File: config.mk
export PLATFORM = sky130hd
export DESIGN_NAME = pha_place
export DESIGN_NICKNAME = d
export VERILOG_FILES = /design/src/rtl/pha_pkg.sv /design/src/rtl/pha_place.sv
export SDC_FILE = /design/constraint.sdc
export NUM_CORES = 1
export LEC_CHECK = 0
export ABC_AREA = 1
export ABC_CLOCK_PERIOD_IN_PS = 2000
export BUFFER_PORTS_ARGS = -buffer_cell sky130_fd_sc_hd__buf_2
export CAP_MARGIN = 0
export CORE_UTILIZATION = 55
export DETAILED_ROUTE_END_ITERATION = 8
export PLACE_DENSITY = 0.82
export SYNTH_ARGS = -nofsm -noshare
export SYNTH_HDL_FRONTEND = slang
export SYNTH_SLANG_ARGS = --single-unit
File: constraint.sdc
create_clock -name clk -period 2 [get_ports clk]
set_input_delay 0.1 -clock clk [delete_from_list [all_inputs] [get_ports clk]]
set_output_delay 0.1 -clock clk [all_outputs]
set_load 0.02 [all_outputs]
File: src/rtl/pha_pkg.sv
// Shared constants, types and the arctangent table of the point heading block.
package pha_pkg;

  localparam int COORD_WIDTH_DEF = 16;
  localparam int ANGLE_WIDTH_DEF = 16;

  // The larger magnitude is normalized so that its top set bit sits at NORM_TOP.
  localparam int NORM_TOP = 59;
  localparam int SH_W     = 6;
  // Rotator datapath: grows by the CORDIC gain, stays below 2^62.
  localparam int DP_W     = 63;
  localparam int CORDIC_STEPS = 31;
  // Angles are in units of 2^-32 of a turn and wrap modulo one turn.
  localparam int Z_W      = 32;

  typedef logic signed [DP_W-1:0] dp_t;
  typedef logic signed [Z_W-1:0]  ang_t;

  localparam ang_t TURN_EIGHTH  = 32'sh2000_0000;
  localparam ang_t TURN_QUARTER = 32'sh4000_0000;
  localparam ang_t TURN_HALF    = 32'sh8000_0000;

  // Case flags that travel beside the rotator data.
  typedef struct packed {
    logic same;     // target straight up or equal to start
    logic ax_zero;  // no horizontal offset
    logic ay_zero;  // no vertical offset
    logic diag;     // equal offsets
    logic dx_pos;
    logic dy_pos;
    logic dy_neg;
  } pha_case_t;

  // atan(2^-i) as a fraction of a turn, scaled by 2^32 and rounded.
  localparam ang_t ATAN_TAB [CORDIC_STEPS] = '{
    32'sd536870912, 32'sd316933406, 32'sd167458907, 32'sd85004756,
    32'sd42667331,  32'sd21354465,  32'sd10679838,  32'sd5340245,
    32'sd2670163,   32'sd1335087,   32'sd667544,    32'sd333772,
    32'sd166886,    32'sd83443,     32'sd41722,     32'sd20861,
    32'sd10430,     32'sd5215,      32'sd2608,      32'sd1304,
    32'sd652,       32'sd326,       32'sd163,       32'sd81,
    32'sd41,        32'sd20,        32'sd10,        32'sd5,
    32'sd3,         32'sd1,         32'sd1
  };

endpackage

File: src/rtl/pha_place.sv
// Back end: special-case angles, quadrant placement, rounding and output register.
module pha_place #(
  parameter int ANGLE_WIDTH = pha_pkg::ANGLE_WIDTH_DEF
) (
  input  logic                   clk,
  input  logic                   rst,
  input  logic                   en,
  input  logic                   in_valid,
  input  pha_pkg::ang_t          in_z,
  input  pha_pkg::pha_case_t     in_case,
  output logic                   res_valid,
  output logic [ANGLE_WIDTH-1:0] heading,
  output logic                   up_or_same
);

  // Half of one output step, in 2^-32 turn units; zero at full width.
  localparam logic [pha_pkg::Z_W-1:0] RND =
    (pha_pkg::Z_W'(1) << (pha_pkg::Z_W - ANGLE_WIDTH)) >> 1;

  pha_pkg::ang_t phi;
  pha_pkg::ang_t h_next;

  logic                     p_valid;
  logic [pha_pkg::Z_W-1:0]  p_h;
  logic                     p_same;
  logic [pha_pkg::Z_W-1:0]  h_rnd;

  always_comb begin
    if (in_case.ax_zero) begin
      phi = '0;
    end else if (in_case.ay_zero) begin
      phi = pha_pkg::TURN_QUARTER;
    end else if (in_case.diag) begin
      phi = pha_pkg::TURN_EIGHTH;
    end else begin
      phi = in_z;
    end

    // All sums wrap modulo one turn.
    if (in_case.dx_pos) begin
      h_next = in_case.dy_pos ? phi : pha_pkg::TURN_HALF - phi;
    end else if (in_case.dy_neg) begin
      h_next = pha_pkg::TURN_HALF + phi;
    end else begin
      h_next = -phi;
    end
  end

  always_ff @(posedge clk) begin
    if (rst) begin
      p_valid <= 1'b0;
    end else if (en) begin
      p_valid <= in_valid;
    end
  end

  always_ff @(posedge clk) begin
    if (en) begin
      p_h    <= h_next;
      p_same <= in_case.same;
    end
  end

  assign h_rnd = p_h + RND;

  always_ff @(posedge clk) begin
    if (rst) begin
      res_valid <= 1'b0;
    end else if (en) begin
      res_valid <= p_valid;
    end
  end

  always_ff @(posedge clk) begin
    if (en) begin
      heading    <= p_same ? '0 : h_rnd[pha_pkg::Z_W-1 -: ANGLE_WIDTH];
      up_or_same <= p_same;
    end
  end

endmodule

# ---- After elaboration in Yosys (flattened, before gate mapping)
# Index checks and enable logic that the tools add are counted.
dict set report op_classes {
  add_sub_neg 4
  muxes 6
}
# op count
set op_table {}
lappend op_table {{$mux 32} 6}
lappend op_table {{$add 32x16->32 const B} 1}
lappend op_table {{$add 32x32->32 const A} 1}
lappend op_table {{$neg 32->32} 1}
lappend op_table {{$sub 32x32->32 const A} 1}
dict set report totals {
  ff_bits 52
  inputBits 43
  out_inout_bits 18
  wordCells 16
}

# ---- Depth between registers and ports, before layout
dict set report depth {
  word_depth 6
  ltp_mapped 13
  ltp_nobuf 12
}

# ---- Worst setup path before layout
# OpenSTA, ideal clock, no wires.
dict set report synth_timing {
  path_kind {register to register}
  from {reg p_h[15] in the netlist's numbering}
  to {reg heading[13], data pin}
  setup_time_ns 0.256
  t_arrival_ns 1.349
  required_time_ns 1.744
  path_slack_ns 0.395
  path_stages_with_launch 13
  n_path_buf 0
  synth_period_minus_slack_ns 1.605
  path_cell_list {edfxtp_1 -> ha_1 -> nand2_1 -> inv_1 -> nand2_1 -> nor2_1 -> nand2_1 -> nor2_2 -> nand3_1 -> nor2_1 -> nand2_1 -> nand2_1 -> a21oi_1}
}
dict set report synth_between {
  elab_chain_len 1
}
# element line_no
set synth_lines {}
lappend synth_lines {{start, declared} pha_place.sv:24} ;# logic [pha_pkg::Z_W-1:0] p_h;
lappend synth_lines {{start signal, assigned} pha_place.sv:59} ;# p_h <= h_next;
lappend synth_lines {{$add 32x16->32} pha_place.sv:64} ;# assign h_rnd = p_h + RND;
lappend synth_lines {{end signal, assigned} pha_place.sv:76} ;# heading <= p_same ? '0 : h_rnd[pha_pkg::Z_W-1 -: ANGLE_WIDTH];
lappend synth_lines {{end, declared} pha_place.sv:12} ;# output logic [ANGLE_WIDTH-1:0] heading,
# No other way between the ends.
# A chain may end at the register's enable or synchronous reset.

# ---- Worst setup path in the final report
# Same ends and word-level chain as after synthesis.

==> impl_metrics.env <==
export IMPL_timing_rr_end="heading[13]$_SDFFCE_PP0P_"
export IMPL_setup_worst_path_start="p_h[15]$_DFFE_PP_"
export IMPL_insertedDiodeCount=0
export IMPL_wire_per_inst_um=11.0
export IMPL_placed_cells=511
export IMPL_clk_latency_ns=0.29
export IMPL_grt_first_pass_wirelength_mm=9.63
export IMPL_synth_edff_count=35
export IMPL_hpwlAfterDp_mm=4.69
export IMPL_design_area_mm2=0.00330
export IMPL_cp_top_family="simple AND/OR/NAND/NOR gates"
export IMPL_crit_required_ns=2.04
export IMPL_gp_congestion=0.922
export IMPL_cp_max_fo=4
export IMPL_syn_nets=429
export IMPL_worst_pin_slew_ns=0.744
export IMPL_synth_most_common_cell="nand2_1"
export IMPL_dieHeight_um=73.7
export IMPL_portBuffers=60
export IMPL_syn_area_mm2=0.00283
export IMPL_max_cap_violations=0
export IMPL_rows=25
export IMPL_cts_setup_buffers=0
export IMPL_r2r_cells=12
export IMPL_clkSinkCount=37
export IMPL_synth_top_area_share_pct=37.2
export IMPL_die_area_mm2=0.00543
export IMPL_cts_made_buffers=5
export IMPL_synth_seq_cells=37
export IMPL_cp_start_kind="register"
export IMPL_drive_above_1_share_pct=25.3
export IMPL_io_pin_count=61
export IMPL_synth_top_flop_cell="edfxtp_1"
export IMPL_final_hold_violation_count=0
export IMPL_nets=497
export IMPL_period_share_pct=88.1
export IMPL_setup_tns_final_ns=0
export IMPL_critical_path_arrival_ns=1.80
export IMPL_antenna_found_initial=0
export IMPL_cts_tree="yes"
export IMPL_ant_nets=0
export IMPL_synthTopCellsByCount="107 x nand2_1, 49 x inv_1, 45 x nor2_1"
export IMPL_final_cells=521
export IMPL_final_core_util_pct=68.1
export IMPL_rr_startpoint="p_h[15]$_DFFE_PP_"
export IMPL_cp_endpoint="heading[13]$_SDFFCE_PP0P_"
export IMPL_hp_class="in -> reg"
export IMPL_rsz0062_at_grt="no"
export IMPL_drv_slew=0
export IMPL_drt_pre_antenna_iters=4
export IMPL_grtUsageTotal_pct=23.2
export IMPL_drt_drc_violations_left=0
export IMPL_slew_headroom_pct=50.4
export IMPL_drt_wl_total_mm=5.72
export IMPL_cts_root_buf="clkbuf_8"
export IMPL_netlist_instances=385
export IMPL_crit_path_end_kind="register"
export IMPL_status="completed"
export IMPL_ys_types=37
export IMPL_core_area_mm2=0.00485
export IMPL_rrSetupSlack_ns=0.24
export IMPL_yosys_top_cells_area="edfxtp_1 37%, nand2_1 14%, nand3_1 7.8%"
export IMPL_drtIter0Drc=87
export IMPL_via_per_inst=5.04
export IMPL_syn_to_final_growth_pct=16.9
export IMPL_grt_max_degree=39
export IMPL_power_leakage_nw=1.74
export IMPL_synth_seq_area_share_pct=38.6
export IMPL_cts_max_level=2
export IMPL_start_util_pct=58.3
export IMPL_cellPowerDensity_mw_per_mm2=613
export IMPL_fmax_mhz=567
export IMPL_cp_num_cells=12
export IMPL_setup_violations=0
export IMPL_placed_cell_area_mm2=0.00320
export IMPL_yosys_warnings=0
export IMPL_cp_slowest_cell="edfxtp_1"
export IMPL_min_period_ns=1.76
export IMPL_path_class="reg -> reg"
export IMPL_vdd_drop_max_uv=306
export IMPL_path_buf_inv=1
export IMPL_synth_top_area_cell="edfxtp_1"
export IMPL_fin_skew_ns=0.00467
export IMPL_ys_async_sr_fraction_pct=0
export IMPL_syn_avg_cell_area_um2=7.34
export IMPL_overflow=0
export IMPL_grt_pass1_vias=2352
export IMPL_critPathMaxStageDelay_ns=0.35
export IMPL_worstPathCellList="ha_1, nand2_1, inv_1, nand2_1, nor2_1, nand2_1, nor2_2, nand3_1, nor2_2, nand2_1, nand2_1, a21oi_1"
export IMPL_path_clk_slew_ns=0.06
export IMPL_die_x_um=73.7
export IMPL_cpMostUsedCell="nand2_1"
export IMPL_dr_total_vias=2627
export IMPL_ctsLongestPathBuffers=2
==> cells in the final DEF (no fill, tap or decap), types with 2 or more instances in the layout <==
cell type | Yosys | final
inv_2 | 4 | 4
buf_4 | 1 | 7
nor2_1 | 45 | 43
dfxtp_1 | 2 | 2
nor2_4 | 6 | 6
edfxtp_1 | 35 | 35
nand2_2 | 5 | 5
nor3_1 | 6 | 6
nand4_1 | 7 | 7
nor2_2 | 5 | 7
nand3_1 | 44 | 44
o21ai_0 | 8 | 8
nand2_1 | 107 | 107
o21ai_2 | 3 | 3
xor2_1 | 4 | 4
dlygate4sd3_1 | 0 | 2
xnor2_1 | 2 | 2
nand2_4 | 6 | 6
nand3_2 | 5 | 5
inv_1 | 49 | 49
o21ai_1 | 4 | 4
a21oi_1 | 14 | 14
o211ai_1 | 4 | 4
clkbuf_1 | 2 | 3
buf_2 | 1 | 60
clkbuf_8 | 0 | 5
==> metal layers <==
metal  vias up  track usage [%]  routed length (um)
li1       1390                -                   -
met1      1150             25.6                2500
met2        71             42.9                2880
met3        16             2.88                 172
met4         0             12.2                 169
met5         -                0                   0
==> final cells by class <==
class                   count  area [um^2]
fillers                   425         1550
multi-input cells         286         1470
flip-flops and latches     37         1090
repair buffers             69          373
inverters                  54          205
well taps                  67         83.8
clock buffers               8         80.1
==> how the worst min path moves through the flow <==
stage / from / depth (start not counted) / slack (ns) / end
finish: in_valid / 3 / 0.06 / p_valid$_SDFFE_PP0P_
global route: in_valid / 3 / 0.07 / p_valid$_SDFFE_PP0P_
CTS: in_valid / 3 / 0.06 / p_valid$_SDFFE_PP0P_
detailed placement: rst / 2 / 0.27 / res_valid$_SDFFE_PP0P_
global placement: rst / 2 / 0.27 / res_valid$_SDFFE_PP0P_
floorplan: rst / 1 / 0.17 / p_valid$_SDFFE_PP0P_
==> worst min-delay path: stages <==
cell and delay, ns:
buf_2 0.10, nand2_1 0.05, a21oi_1 0.06
==> what timing repair did <==
action | 4_1_cts | 5_1_grt
gates resized for setup | 0 | 2
hold buffers | 2 | 0
endpoints found under the hold margin | 3 | 0
setup endpoints to repair | 0 | 2
==> cells by family after synthesis <==
group	synth area share (%)
AOI/OAI and AO/OA	7.92
xor gates and xnor gates	1.86
adders and majority gates	0.443
buffers and inverters	9.56
DFF	38.6
and+or+nand+nor	41.6
==> power breakdown <==
| part | switching (mW) | total [mW] | internal, mW |
|---|---|---|---|
| Sequential | 0.0448 | 0.996 | 0.952 |
| Clock | 0.221 | 0.468 | 0.247 |
| Combinational | 0.359 | 0.561 | 0.202 |
==> metrics by stage <==
step	worst slack [ns]	hold slack, ns	total power, mW
6_report	0.237	0.0604	2.03
5_1_grt	0.0229	0.0652	2.15
4_1_cts	0.210	0.0600	2.03
3_5_place_dp	0.222	0.273	1.57
3_3_place_gp	0.288	0.273	1.55
2_1_floorplan	0.395	0.169	1.39
==> state kept, by name (all words and copies together), names as in the netlist <==
register	count
heading	16
p_h	17
p_same	1
p_valid	1
res_valid	1
up_or_same	1
No activity file was read; power rests on OpenSTA's default activity.
